### src/rtl/assert_macros.svh
// Assertion macros shared by the bit writer RTL.
// No dependencies; included by the modules that carry checks.
`ifndef ASSERT_MACROS_SVH
`define ASSERT_MACROS_SVH

`ifndef SYNTHESIS
// Antecedent implies consequent in the same cycle.
`define ASSERT_IMPLIES(lbl, ck, rn, ante, cons, msg) \
  lbl: assert property (@(posedge ck) disable iff (!(rn)) (ante) |-> (cons)) \
    else $error(msg);
// Condition holds at every edge out of reset.
`define ASSERT_ALWAYS(lbl, ck, rn, cond, msg) \
  lbl: assert property (@(posedge ck) disable iff (!(rn)) (cond)) \
    else $error(msg);
`else
`define ASSERT_IMPLIES(lbl, ck, rn, ante, cons, msg)
`define ASSERT_ALWAYS(lbl, ck, rn, cond, msg)
`endif

`endif

### src/rtl/mbw_pkg.sv
// Shared types and constants for the MSB-first bit writer.
// No dependencies; used by the front end, back end and top level of the block.
`default_nettype none

package mbw_pkg;

  // Width of the capacity register and of the reported bit total
  localparam int CAP_W = 24;
  localparam int BW_W  = 24;

  // Request kinds on the input channel
  localparam logic [1:0] KIND_PLAIN  = 2'd0;
  localparam logic [1:0] KIND_NONSYM = 2'd1;
  localparam logic [1:0] KIND_PAD    = 2'd2;

  // Configuration register indexes
  localparam logic CFG_CAPACITY   = 1'b0;
  localparam logic CFG_COUNT_ONLY = 1'b1;

  // Classified operation handed from front to back
  typedef enum logic [1:0] {
    OP_NOP,
    OP_WRITE,
    OP_PAD
  } op_t;

  // Back end sequencer states
  typedef enum logic {
    BS_IDLE,
    BS_EMIT
  } bstate_t;

  // Configuration seen by the back end
  typedef struct packed {
    logic [CAP_W-1:0] capacity;
    logic             count_only;
  } cfg_t;

  // One result item
  typedef struct packed {
    logic [7:0]      out_byte;
    logic            byte_valid;
    logic            last;
    logic            status;
    logic [BW_W-1:0] bits_written;
  } res_t;

endpackage

`default_nettype wire

### src/rtl/mbw_front.sv
// Front end: accepts requests, works out field length and value.
// Depends on mbw_pkg.
`default_nettype none

module mbw_front #(
  parameter int MAX_FIELD_BITS = 64,
  localparam int NW = $clog2(MAX_FIELD_BITS + 1)
) (
  input  wire logic                      clk,
  input  wire logic                      rst_n,
  input  wire logic                      in_push,
  output      logic                      in_full,
  input  wire logic [1:0]                in_kind,
  input  wire logic [63:0]               in_value,
  input  wire logic [6:0]                in_bit_count,
  input  wire logic [31:0]               in_symbol_range,
  input  wire logic                      q_full,
  output      logic                      q_push,
  output      mbw_pkg::op_t              q_op,
  output      logic [MAX_FIELD_BITS-1:0] q_v,
  output      logic [NW-1:0]             q_n
);

  logic        f_valid_r, f_valid_nxt;
  logic [1:0]  f_kind_r;
  logic [63:0] f_value_r;
  logic [6:0]  f_count_r;
  logic [5:0]  f_w_r;
  logic [31:0] f_m_r;
  logic        f_small_r;

  logic [5:0]  w_in;
  logic [32:0] m_wide;
  logic        accept;
  logic        lt;
  logic [6:0]  n_raw;
  logic [6:0]  n_sat;
  logic [63:0] v_sel;
  logic [63:0] v_mask;

  // Bit length of the symbol range
  always_comb begin
    w_in = '0;
    for (int i = 0; i < 32; i++) begin
      if (in_symbol_range[i]) w_in = 6'(i + 1);
    end
  end

  // m = 2^w - range, at most 2^31
  assign m_wide = (33'd1 << w_in) - {1'b0, in_symbol_range};

  assign in_full = f_valid_r & q_full;
  assign accept  = in_push & ~in_full;
  assign q_push  = f_valid_r & ~q_full;

  // Input register
  always_comb begin
    f_valid_nxt = f_valid_r;
    if (!f_valid_r || !q_full) f_valid_nxt = accept;
  end

  always_ff @(posedge clk) begin
    if (!rst_n) begin
      f_valid_r <= 1'b0;
    end else begin
      f_valid_r <= f_valid_nxt;
    end
  end

  always_ff @(posedge clk) begin
    if (accept) begin
      f_kind_r  <= in_kind;
      f_value_r <= in_value;
      f_count_r <= in_bit_count;
      f_w_r     <= w_in;
      f_m_r     <= m_wide[31:0];
      f_small_r <= (in_symbol_range <= 32'd1);
    end
  end

  // Classify and pick length and value
  assign lt = f_value_r < {32'd0, f_m_r};

  always_comb begin
    q_op  = mbw_pkg::OP_NOP;
    n_raw = '0;
    v_sel = f_value_r;
    case (f_kind_r)
      mbw_pkg::KIND_PLAIN: begin
        q_op  = mbw_pkg::OP_WRITE;
        n_raw = f_count_r;
      end
      mbw_pkg::KIND_NONSYM: begin
        if (!f_small_r) begin
          q_op = mbw_pkg::OP_WRITE;
          if (lt) begin
            n_raw = 7'(f_w_r - 6'd1);
          end else begin
            n_raw = 7'(f_w_r);
            v_sel = f_value_r + {32'd0, f_m_r};
          end
        end
      end
      mbw_pkg::KIND_PAD: begin
        q_op = mbw_pkg::OP_PAD;
      end
      default: begin
        q_op = mbw_pkg::OP_NOP;
      end
    endcase
  end

  // Clamp length to the widest field and keep only its bits
  assign n_sat  = (n_raw > 7'(MAX_FIELD_BITS)) ? 7'(MAX_FIELD_BITS) : n_raw;
  assign v_mask = v_sel & ~({64{1'b1}} << n_sat);
  assign q_v    = v_mask[MAX_FIELD_BITS-1:0];
  assign q_n    = NW'(n_sat);

endmodule

`default_nettype wire

### src/rtl/mbw_queue.sv
// Two-entry request queue between front and back end.
// Depends on assert_macros.svh.
`default_nettype none
`include "assert_macros.svh"

module mbw_queue #(
  parameter int DW    = 8,
  parameter int DEPTH = 2,
  localparam int AW = (DEPTH > 1) ? $clog2(DEPTH) : 1,
  localparam int CW = $clog2(DEPTH + 1)
) (
  input  wire logic          clk,
  input  wire logic          rst_n,
  input  wire logic          push,
  input  wire logic [DW-1:0] wdata,
  output      logic          full,
  input  wire logic          pop,
  output      logic          valid,
  output      logic [DW-1:0] rdata
);

  logic [DW-1:0] mem_r [DEPTH];
  logic [AW-1:0] wr_r, wr_nxt, rd_r, rd_nxt;
  logic [CW-1:0] cnt_r, cnt_nxt;
  logic          do_push, do_pop;

  assign full    = (cnt_r == CW'(DEPTH));
  assign valid   = (cnt_r != '0);
  assign do_push = push & ~full;
  assign do_pop  = pop & valid;
  assign rdata   = mem_r[rd_r];

  // Pointer and fill count update
  always_comb begin
    wr_nxt  = wr_r;
    rd_nxt  = rd_r;
    cnt_nxt = cnt_r;
    if (do_push) wr_nxt = (wr_r == AW'(DEPTH - 1)) ? '0 : wr_r + 1'b1;
    if (do_pop)  rd_nxt = (rd_r == AW'(DEPTH - 1)) ? '0 : rd_r + 1'b1;
    if (do_push && !do_pop) cnt_nxt = cnt_r + 1'b1;
    if (do_pop && !do_push) cnt_nxt = cnt_r - 1'b1;
  end

  always_ff @(posedge clk) begin
    if (!rst_n) begin
      wr_r  <= '0;
      rd_r  <= '0;
      cnt_r <= '0;
    end else begin
      wr_r  <= wr_nxt;
      rd_r  <= rd_nxt;
      cnt_r <= cnt_nxt;
    end
  end

  always_ff @(posedge clk) begin
    if (do_push) mem_r[wr_r] <= wdata;
  end

  `ASSERT_ALWAYS(a_q_cnt_bound, clk, rst_n, cnt_r <= CW'(DEPTH), "queue overfilled")

endmodule

`default_nettype wire

### src/rtl/mbw_back.sv
// Back end: capacity check, byte packing and result register.
// Depends on mbw_pkg and assert_macros.svh.
`default_nettype none
`include "assert_macros.svh"

module mbw_back #(
  parameter int MAX_FIELD_BITS = 64,
  parameter int OFFSET_BITS    = 24,
  localparam int NW  = $clog2(MAX_FIELD_BITS + 1),
  localparam int SW  = MAX_FIELD_BITS + 8,
  localparam int TW  = $clog2(MAX_FIELD_BITS + 8),
  localparam int BCW = $clog2(SW / 8 + 1),
  localparam int LW  = ((OFFSET_BITS > mbw_pkg::CAP_W) ? OFFSET_BITS : mbw_pkg::CAP_W) + 1
) (
  input  wire logic                      clk,
  input  wire logic                      rst_n,
  input  wire mbw_pkg::cfg_t             cfg,
  input  wire logic                      q_valid,
  input  wire mbw_pkg::op_t              q_op,
  input  wire logic [MAX_FIELD_BITS-1:0] q_v,
  input  wire logic [NW-1:0]             q_n,
  output      logic                      q_pop,
  output      logic                      out_valid,
  output      mbw_pkg::res_t             out_res,
  input  wire logic                      out_pop
);

  localparam logic [LW-1:0] OMAX = {{(LW - OFFSET_BITS){1'b0}}, {OFFSET_BITS{1'b1}}};

  mbw_pkg::bstate_t state_r, state_nxt;
  logic [6:0]             pb_r, pb_nxt;
  logic [2:0]             pc_r, pc_nxt;
  logic [OFFSET_BITS-1:0] off_r, off_nxt;
  logic [SW-1:0]          shift_r, shift_nxt;
  logic [BCW-1:0]         cnt_r, cnt_nxt;
  logic [mbw_pkg::BW_W-1:0] bw_r, bw_nxt;
  logic                   ov_r, ov_nxt;
  mbw_pkg::res_t          res_r, res_nxt;

  logic                   slot_free;
  logic [LW-1:0]          cap_ext, lim;
  logic [LW-1:0]          wr_sum;
  logic                   wr_over;
  logic [TW-1:0]          tot;
  logic [BCW-1:0]         nbytes;
  logic [2:0]             rem;
  logic [7:0]             p8;
  logic [MAX_FIELD_BITS-1:0] vl;
  logic [SW-1:0]          stream;
  logic [6:0]             pb_sh, pb_new, rem_mask;
  logic [2:0]             pad;
  logic [LW-1:0]          pad_tot;
  logic                   pad_ok;
  logic [7:0]             pad_byte;

  assign slot_free = ~ov_r | out_pop;
  assign out_valid = ov_r;
  assign out_res   = res_r;

  // Bit budget: the smaller of capacity and the offset range
  assign cap_ext = LW'(cfg.capacity);
  assign lim     = (cap_ext < OMAX) ? cap_ext : OMAX;
  assign wr_sum  = LW'(off_r) + LW'(q_n);
  assign wr_over = wr_sum > lim;

  // Partial byte plus new field, left aligned
  assign tot    = TW'(pc_r) + TW'(q_n);
  assign nbytes = BCW'(tot >> 3);
  assign rem    = tot[2:0];
  assign p8     = 8'({1'b0, pb_r} << (4'd8 - 4'(pc_r)));
  assign vl     = q_v << (NW'(MAX_FIELD_BITS) - q_n);
  assign stream = {p8, {MAX_FIELD_BITS{1'b0}}} | ({vl, 8'd0} >> pc_r);

  // Bits left over after the last full byte
  assign pb_sh    = pb_r << q_n[2:0];
  assign rem_mask = 7'((8'd1 << rem) - 8'd1);
  assign pb_new   = ((q_n >= NW'(7)) ? q_v[6:0] : (pb_sh | q_v[6:0])) & rem_mask;

  // Pad to the byte boundary
  assign pad      = 3'd0 - pc_r;
  assign pad_tot  = LW'(off_r) + LW'(pad);
  assign pad_ok   = pad_tot <= lim;
  assign pad_byte = 8'({1'b0, pb_r} << pad);

  // Sequencer: one result per cycle into the output register while it is free or being popped
  always_comb begin
    state_nxt = state_r;
    pb_nxt    = pb_r;
    pc_nxt    = pc_r;
    off_nxt   = off_r;
    shift_nxt = shift_r;
    cnt_nxt   = cnt_r;
    bw_nxt    = bw_r;
    ov_nxt    = ov_r & ~out_pop;
    res_nxt   = res_r;
    q_pop     = 1'b0;
    case (state_r)
      mbw_pkg::BS_IDLE: begin
        if (q_valid && slot_free) begin
          q_pop   = 1'b1;
          ov_nxt  = 1'b1;
          res_nxt = '0;
          res_nxt.last = 1'b1;
          res_nxt.bits_written = mbw_pkg::BW_W'(off_r);
          case (q_op)
            mbw_pkg::OP_WRITE: begin
              if (wr_over) begin
                res_nxt.status = 1'b1;
              end else begin
                off_nxt = OFFSET_BITS'(wr_sum);
                pb_nxt  = pb_new;
                pc_nxt  = rem;
                res_nxt.bits_written = mbw_pkg::BW_W'(OFFSET_BITS'(wr_sum));
                if (!cfg.count_only && nbytes != '0) begin
                  res_nxt.out_byte   = stream[SW-1 -: 8];
                  res_nxt.byte_valid = 1'b1;
                  res_nxt.last       = (nbytes == BCW'(1));
                  shift_nxt = stream << 8;
                  cnt_nxt   = nbytes - 1'b1;
                  bw_nxt    = mbw_pkg::BW_W'(OFFSET_BITS'(wr_sum));
                  if (nbytes != BCW'(1)) state_nxt = mbw_pkg::BS_EMIT;
                end
              end
            end
            mbw_pkg::OP_PAD: begin
              if (!pad_ok) begin
                res_nxt.status = 1'b1;
              end else begin
                res_nxt.bits_written = mbw_pkg::BW_W'(pad_tot);
                if (pad != 3'd0 && !cfg.count_only) begin
                  res_nxt.out_byte   = pad_byte;
                  res_nxt.byte_valid = 1'b1;
                end
              end
              pb_nxt  = '0;
              pc_nxt  = '0;
              off_nxt = '0;
            end
            default: begin
              res_nxt.status = 1'b0;
            end
          endcase
        end
      end
      mbw_pkg::BS_EMIT: begin
        if (slot_free) begin
          ov_nxt = 1'b1;
          res_nxt.out_byte     = shift_r[SW-1 -: 8];
          res_nxt.byte_valid   = 1'b1;
          res_nxt.last         = (cnt_r == BCW'(1));
          res_nxt.status       = 1'b0;
          res_nxt.bits_written = bw_r;
          shift_nxt = shift_r << 8;
          cnt_nxt   = cnt_r - 1'b1;
          if (cnt_r == BCW'(1)) state_nxt = mbw_pkg::BS_IDLE;
        end
      end
      default: begin
        state_nxt = mbw_pkg::BS_IDLE;
      end
    endcase
  end

  // Control state
  always_ff @(posedge clk) begin
    if (!rst_n) begin
      state_r <= mbw_pkg::BS_IDLE;
      pb_r    <= '0;
      pc_r    <= '0;
      off_r   <= '0;
      cnt_r   <= '0;
      ov_r    <= 1'b0;
    end else begin
      state_r <= state_nxt;
      pb_r    <= pb_nxt;
      pc_r    <= pc_nxt;
      off_r   <= off_nxt;
      cnt_r   <= cnt_nxt;
      ov_r    <= ov_nxt;
    end
  end

  // Payload
  always_ff @(posedge clk) begin
    shift_r <= shift_nxt;
    bw_r    <= bw_nxt;
    res_r   <= res_nxt;
  end

  `ASSERT_IMPLIES(a_emit_cnt, clk, rst_n, state_r == mbw_pkg::BS_EMIT, cnt_r != '0,
    "emit state with no bytes left")
  `ASSERT_IMPLIES(a_reject_last, clk, rst_n, ov_r && res_r.status, res_r.last && !res_r.byte_valid,
    "rejected request must give a single last result")
  `ASSERT_IMPLIES(a_nobyte_last, clk, rst_n, ov_r && !res_r.byte_valid, res_r.last,
    "result without byte must be last")

endmodule

`default_nettype wire

### src/rtl/msb_first_bit_writer_unit.sv
// Top level of the MSB-first bit writer: front end, request queue, back end; uses mbw_pkg.
// A request passes the front end input register, the request queue and the result register.
// Throughput: one request per cycle while results are popped, when it completes at most one
// byte; a request completing k bytes holds the packer until all k are out (one byte per cycle).
// Reset: synchronous active-low rst_n clears queue, counters and partial byte,
// and sets capacity_bits to all ones and count_only to 0. No clearing pass.
`default_nettype none

module msb_first_bit_writer_unit #(
  parameter int MAX_FIELD_BITS = 64,
  parameter int OFFSET_BITS    = 24
) (
  input  wire logic                         clk,
  input  wire logic                         rst_n,
  // request channel
  input  wire logic                         in_push,
  output      logic                         in_full,
  input  wire logic [1:0]                   in_kind,
  input  wire logic [63:0]                  in_value,
  input  wire logic [6:0]                   in_bit_count,
  input  wire logic [31:0]                  in_symbol_range,
  // result channel
  output      logic                         out_empty,
  input  wire logic                         out_pop,
  output      logic [7:0]                   out_out_byte,
  output      logic                         out_byte_valid,
  output      logic                         out_last,
  output      logic                         out_status,
  output      logic [mbw_pkg::BW_W-1:0]     out_bits_written,
  // configuration write channel
  input  wire logic                         cfg_valid,
  output      logic                         cfg_ready,
  input  wire logic                         cfg_index,
  input  wire logic [mbw_pkg::CAP_W-1:0]    cfg_data
);

  localparam int NW = $clog2(MAX_FIELD_BITS + 1);
  localparam int QW = 2 + NW + MAX_FIELD_BITS;

  logic [mbw_pkg::CAP_W-1:0] cap_r;
  logic                      cnto_r;
  mbw_pkg::cfg_t             cfg;

  logic                      q_push, q_full, q_pop, q_valid;
  mbw_pkg::op_t              f_op;
  logic [MAX_FIELD_BITS-1:0] f_v;
  logic [NW-1:0]             f_n;
  logic [QW-1:0]             q_wdata, q_rdata;

  logic                      o_valid;
  mbw_pkg::res_t             o_res;

  // Configuration registers
  assign cfg_ready = 1'b1;

  always_ff @(posedge clk) begin
    if (!rst_n) begin
      cap_r  <= {mbw_pkg::CAP_W{1'b1}};
      cnto_r <= 1'b0;
    end else if (cfg_valid && cfg_ready) begin
      case (cfg_index)
        mbw_pkg::CFG_CAPACITY:   cap_r  <= cfg_data;
        mbw_pkg::CFG_COUNT_ONLY: cnto_r <= cfg_data[0];
        default:                 cap_r  <= cap_r;
      endcase
    end
  end

  assign cfg.capacity   = cap_r;
  assign cfg.count_only = cnto_r;

  // Front end
  mbw_front #(
    .MAX_FIELD_BITS(MAX_FIELD_BITS)
  ) u_front (
    .clk            (clk),
    .rst_n          (rst_n),
    .in_push        (in_push),
    .in_full        (in_full),
    .in_kind        (in_kind),
    .in_value       (in_value),
    .in_bit_count   (in_bit_count),
    .in_symbol_range(in_symbol_range),
    .q_full         (q_full),
    .q_push         (q_push),
    .q_op           (f_op),
    .q_v            (f_v),
    .q_n            (f_n)
  );

  // Request queue
  assign q_wdata = {f_op, f_n, f_v};

  mbw_queue #(
    .DW   (QW),
    .DEPTH(2)
  ) u_queue (
    .clk  (clk),
    .rst_n(rst_n),
    .push (q_push),
    .wdata(q_wdata),
    .full (q_full),
    .pop  (q_pop),
    .valid(q_valid),
    .rdata(q_rdata)
  );

  // Back end
  mbw_back #(
    .MAX_FIELD_BITS(MAX_FIELD_BITS),
    .OFFSET_BITS   (OFFSET_BITS)
  ) u_back (
    .clk      (clk),
    .rst_n    (rst_n),
    .cfg      (cfg),
    .q_valid  (q_valid),
    .q_op     (mbw_pkg::op_t'(q_rdata[QW-1 -: 2])),
    .q_v      (q_rdata[MAX_FIELD_BITS-1:0]),
    .q_n      (q_rdata[MAX_FIELD_BITS +: NW]),
    .q_pop    (q_pop),
    .out_valid(o_valid),
    .out_res  (o_res),
    .out_pop  (out_pop)
  );

  assign out_empty        = ~o_valid;
  assign out_out_byte     = o_res.out_byte;
  assign out_byte_valid   = o_res.byte_valid;
  assign out_last         = o_res.last;
  assign out_status       = o_res.status;
  assign out_bits_written = o_res.bits_written;

endmodule

`default_nettype wire

### config.mk
export PLATFORM = sky130hd
export DESIGN_NAME = msb_first_bit_writer_unit
export DESIGN_NICKNAME = d
export VERILOG_FILES = /design/src/rtl/mbw_pkg.sv /design/src/rtl/mbw_front.sv /design/src/rtl/mbw_queue.sv /design/src/rtl/mbw_back.sv /design/src/rtl/msb_first_bit_writer_unit.sv
export VERILOG_INCLUDE_DIRS = /design/src /design/src/rtl
export SDC_FILE = /design/constraint.sdc
export NUM_CORES = 2
export LEC_CHECK = 0
export ABC_AREA = 1
export BUFFER_PORTS_ARGS = -buffer_cell sky130_fd_sc_hd__buf_2
export CAP_MARGIN = 20
export CORE_MARGIN = 2
export CORE_UTILIZATION = 60
export CTS_CLUSTER_DIAMETER = 120
export DETAILED_ROUTE_END_ITERATION = 10
export GPL_ROUTABILITY_DRIVEN = 0
export PLACE_DENSITY = 0.78
export SETUP_SLACK_MARGIN = 0.02
export SYNTH_ARGS = -nofsm -noshare
export SYNTH_HDL_FRONTEND = slang
export SYNTH_HIERARCHICAL = 1
export SYNTH_SLANG_ARGS = --single-unit
### constraint.sdc
create_clock -name clk -period 7.9 [get_ports clk]
set_input_delay 0.395 -clock clk [delete_from_list [all_inputs] [get_ports clk]]
set_output_delay 0.395 -clock clk [all_outputs]
set_load 0.03 [all_outputs]
**After elaboration in Yosys (flattened, before gate mapping)**

Memory sizes are Yosys's and may differ from the RTL's. A register that Yosys moved wholly into a read port is not among the register bits.
Cells that the tools add are included.

- Equality and inequality tests: 14
- Shift operators: 8
- Muxes and demuxes: 96
- Add/subtract/negate cells: 16
- Reduce and logical (&&, ||, !) cells: 24
- $lt $le $gt $ge: 7
- Bitwise operators: 19

Operators with widths:

| cell | number |
|---|---|
| 72-bit two-way mux | 5 |
| 64-bit two-way mux | 3 |
| 72-bit one-hot mux with 2 select lines | 1 |
| 24-bit one-hot mux with 2 select lines | 2 |
| 5-bit two-way mux | 16 |
| 24-bit two-way mux | 3 |
| 72-bit bitwise OR | 1 |
| 72-bit by 3-bit right shift with 72-bit output | 1 |
| 35-bit two-way mux | 2 |
| 35-bit one-hot mux with 2 select lines | 1 |
| 64-bit by 32-bit adder with 64-bit output | 1 |
| 64-bit bitwise AND | 1 |
| 64-bit by 32-bit less-than comparator with 1-bit output | 1 |
| 64-bit inverter | 1 |
| 64-bit by 7-bit << shifter with 64-bit output | 1 |
| 64-bit by 7-bit << shifter with 64-bit output (first input constant) | 1 |
| 4-bit two-way mux | 13 |
| 7-bit two-way mux | 5 |
| 32-bit by 1-bit <= comparator with 1-bit output (second input constant) | 1 |
| 1-bit by 6-bit << shifter with 32-bit output (first input constant) | 1 |
| 32-bit subtractor | 1 |
| 7-bit one-hot mux with 2 select lines | 2 |
| 24-bit by 3-bit adder with 25-bit output | 1 |
| 24-bit by 7-bit adder with 25-bit output | 1 |
| other kinds (52) | 118 |

- Bits in writable memories: 146
- Input port bits: 135
- Memories kept: 1
- Logic and storage cells: 210
- Flip-flop bits (word level): 313
- Output and inout bits: 38

Memory list:

| name | words | bits a word | rd ports | clocked after Yosys merged registers in | write ports | line | text |
|---|---|---|---|---|---|---|---|
| u_queue.mem_r | 2 | 73 | 1 | 1 | 1 | mbw_queue.sv:22 | `logic [DW-1:0] mem_r [DEPTH];` |

**Longest topological paths before layout**

- Depth after elaboration: 34
- Mapped depth: 53
- Mapped depth without buffers: 53

**Cells and area by module**

Netlist, hierarchy kept.

Modules (own cells, without submodules):

| module | instances | area each (um2) | cells an instance | seq. area each (um2) |
|---|---|---|---|---|
| mbw_back | 1 | 17002.6 | 2731 | 4464.3 |
| mbw_front | 1 | 10485.1 | 1371 | 3383.2 |
| mbw_queue | 1 | 5863.1 | 265 | 4484.3 |
| msb_first_bit_writer_unit | 1 | 1054.8 | 118 | 500.5 |

**Least setup slack after synthesis**

OpenSTA, ideal clock, no wires.

- Path kind: reg2reg
- Start: register u_queue.cnt_r[0]
- End: register u_front.f_count_r[0], enable pin
- Path slack: 1.960 ns
- Arrival: 5.356 ns
- Setup time: 0.585 ns
- Data required time: 7.315 ns
- Cell stages (with the launch flop): 5
- Clock period less this slack: 5.940 ns
- Buffers on the path: 0
- Path through: dfxtp_1 > nor2_1 > nand2_1 > inv_1 > nor2_1

- Word-level cells in the longest chain between the ends: 4

Ends and longest elaborated chain:

| what | line | text |
|---|---|---|
| start: declaration | mbw_queue.sv:24 | `logic [CW-1:0] cnt_r, cnt_nxt;` |
| start signal: assignment | mbw_queue.sv:52 | `cnt_r <= cnt_nxt;` |
| 2-bit equality test | mbw_queue.sv:27 | `assign full = (cnt_r == CW'(DEPTH));` |
| net q_full | msb_first_bit_writer_unit.sv:44 | `logic q_push, q_full, q_pop, q_valid;` |
| 1-bit bitwise AND | mbw_front.sv:52 | `assign in_full = f_valid_r & q_full;` |
| net in_full | msb_first_bit_writer_unit.sv:17 | `output logic in_full,` |
| 1-bit inverter | mbw_front.sv:53 | `assign accept = in_push & ~in_full;` |
| 1-bit bitwise AND | mbw_front.sv:53 |  |
| net u_front.accept | mbw_front.sv:34 | `logic accept;` |
| end signal: assignment | mbw_front.sv:74 | `f_count_r <= in_bit_count;` |
| end: declaration | mbw_front.sv:27 | `logic [6:0] f_count_r;` |

The timed path passes the listed nets, and every way through them passes these cells.
A chain may end at the register's enable or synchronous reset.

==> results.md <==
* Netlist cell types at 75
* Clk_skew at roughly 50 ps
* Power after layout at 8.01 mW
* Worst-path fanout max at 36
* Worst hold path type: in -> reg
* RSZ-0062 raised after global routing: false
* Post-synth top area share at around a third
* Share of post-route cells with drive strength above 1 at 10.8%
* Final hold violations at 0
* Number of flops mapped to enable cells by yosys at 380
* Max-slew violations at 0
* Number of CTS-inserted buffers at 49
* Maximum vdd drop at 0.000177 V
* Ys async rst share at 0%
* # Post-CTS Setup Buffers at 0
* Worst-Skew Late Latency at 620 ps
* Crit path largest cell delay at around 700 ps
* N_diodes at 0
* Congestion Overflow GR at 0
* Routed vias at 32300
* Arrival @ worst endpoint at 6540 ps
* DRC errors left at 0
* Detailed Route Iter0 Violations at roughly 3400
* Root buffer selected by CTS: clkbuf_16
* Max H-tree Level at 2
* Setup crit end kind: register
* Final Cycle Share at between 70% and 80%
* Mapped Area at 34400 µm²
* Post-DP HPWL at 71.2 mm
* Initial Utilization at 60.9%
* Ys flop type: edfxtp_1
* Die Wd at between 200 and 250 µm
* Avg WL per Cell at around 18 µm
* Crit path launch type: register
* Top delay family on crit path: simple AND/OR/NAND/NOR gates
* CTS tree: built
* Mean post-synth cell area at approximately 7.7 µm²
* Cell taking the most area after synthesis: edfxtp_1
* Synth Net Count at 4795
* Antenna-violating nets left at 0
* Rows at 87
* Ports at ~170
* Critical path type: reg -> reg
* Routed wire length at 97.4 mm
* Pwr per Cell Area at 212 nW/µm²
* DIE AREA at roughly 59000 µm²
* Most used cell along the critical path: nand2_1
* Initial antenna violation count at 0
* GRT Total Usage at 32.0%
* Largest cells by area after synthesis: edfxtp_1 (33%), nand3_1 (13%), nand2_1 (12%), ha_1 (6.2%), inv_1 (4.6%)
* Fmax at 159 MHz
* Core Region at 56500 µm²
* # setup viols final at 0
* Largest net degree at the start of global routing at 83
* Via/cell ratio at 5.98
* Final worst setup slack at 1630 ps
* Port bufs at 171
* CP Data Required Time at 8170 ps
* Number of clock sinks seen by CTS at 451
* Layout net count at 4919
* Max-cap violation count at 0
* Worst-Margin Slew at 1070 ps
* Vias in the first global route at 29300
* Outcome: completed
* Synth top cells by count: nand2_1 (1091), nand3_1 (909), inv_1 (424), edfxtp_1 (380), nor2_1 (243)
* CTS clk-pin slew, worst paths at 60 ps
* Synthesis Warnings at 6
* Total negative slack at 0 ps
* Buf/Inv on CP at 3
* Final Critical Period at 6270 ps
* Yosys reg bits at 451
* Seq/Total Area, Yosys at 37.3%
* DRT Pass-1 Iters at 10
* Place WS at 1850 ps
* Lkg Pwr at 16.9 nW
* Critical-path top delay cell: nand2_2
* Most numerous cell in the Yosys netlist: nand2_1
* First-pass GRT wire length at 153 mm
* Synth-to-layout area growth at 9.66%
* Die H at 243 µm
* CTS Buffer Depth at 3
* Mapped Cells at about 4500
* WHS at roughly 25 ps
* Worst slew margin relative to its limit at 28.5%
==> worst paths after layout <==
kind / slack, ps / depth (start not counted) / start / to
worst min-delay path: 20 / 3 / cfg_data[16] / cap_r[16]
worst max register to register: 1630 / 25 / register / u_back/shift_r[69]
worst min register to register: 460 / 2 / cap_r[11] / cap_r[11]
worst max-delay path: 1630 / 25 / register / u_back/shift_r[69]
==> worst register-to-register path: stages (launching register included) <==
cell,delay [ps]
dfxtp_4,710
mux2_4,430
ha_1,360
a21o_1,140
inv_1,40
o21ai_1,120
nor2_1,80
o21ai_2,370
nand2_1,180
nor2_1,240
xor2_1,220
inv_1,100
ha_1,290
nand2_1,80
o21bai_1,110
a21oi_1,90
o21ai_0,150
nand2_1,70
nand2_1,60
nand3_1,80
nand2_2,90
nand2_4,220
nand2_4,390
nand4_2,230
nand2_2,720
buf_12,350
==> area by class of cell <==
class                           instances  area [µm²]
Fill cell                            4735       18800
Multi-Input combinational cell       3373       18700
Sequential cell                       451       12800
Timing Repair Buffer                  275        1850
Inverter                              459        1740
Clock buffer                           60        1330
Tap cell                              756         946
Clock inverter                         32         348
==> metrics by stage <==
step	cells	instance area (µm²)	util, %
after floorplan	4485	34400	-
after global placement	5240	35300	62.5
after detailed placement	5240	35300	62.5
after CTS	5405	37700	66.7
after global routing	5406	37700	66.8
final	5406	37700	66.8
==> state kept, by name, summed over array words and instances (netlist names), 2 cells and up, named ones only <==
| register | flops |
|---|---|
| u_front/f_value_r | 64 |
| u_front/f_m_r | 32 |
| u_queue/mem_r | 146 |
| u_back/cnt_r | 4 |
| u_back/pc_r | 3 |
| u_front/f_count_r | 7 |
| u_back/bw_r | 24 |
| cap_r | 24 |
| u_front/f_w_r | 6 |
| u_back/out_res | 35 |
| u_queue/cnt_r | 2 |
| u_front/f_kind_r | 2 |
| u_back/pb_r | 7 |
| u_back/shift_r | 63 |
| u_back/off_r | 24 |
==> where the power goes <==
group / internal, mW / switching, mW / leakage [nW]
Clock: 1.37 / 0.976 / 0.817
Combinational: 0.824 / 1.88 / 11.8
Sequential: 2.85 / 0.108 / 4.22
Total: 5.04 / 2.96 / 16.9
==> metal layers <==
| layer | GRT usage (%) | part of all wire (%) | vias up |
|---|---|---|---|
| li1 | - | - | 15600 |
| met1 | 42.4 | 40 | 14700 |
| met2 | 52.4 | 46 | 1728 |
| met3 | 4.54 | 9.0 | 286 |
| met4 | 13.6 | 4.4 | 0 |
| met5 | 0 | 0 | - |
==> cells by family (layout without fill, tap and decap cells) <==
family,Yosys count,after routing,synth area share [%]
fa+ha+maj,175,175,6.47
compound gates,515,515,8.74
other cells,1,1,0.0109
simple gates,2490,2490,32.7
xor+xnor,116,116,2.97
mux,76,76,3.24
flops,451,451,37.3
buf+inv,661,826,8.58
==> layout by cell type (no fill, tap or decap), types with 23 or more instances in the layout <==
cell,Yosys,layout
ha_1,170,169
mux2_4,70,70
buf_4,27,29
o21ai_0,109,109
nor2_1,243,239
edfxtp_1,380,380
o211ai_1,29,29
inv_2,22,23
inv_1,424,423
nor3_1,62,62
nand3_1,909,909
nand2_1,1091,1090
a21oi_1,222,222
nand2_2,24,25
nand4_1,60,60
dfxtp_1,71,67
clkbuf_16,0,51
dlygate4sd3_1,0,73
xor2_1,100,99
nor4_1,28,28
buf_2,57,171
o21ai_1,42,42
==> timing repair <==
action | in CTS | in global routing
hold endpoints to repair | 73 | 0
hold buffers | 73 | 0
setup endpoints to repair | 0 | 0
resized for setup | 0 | 0
Power figures use the tool's default switching activity.
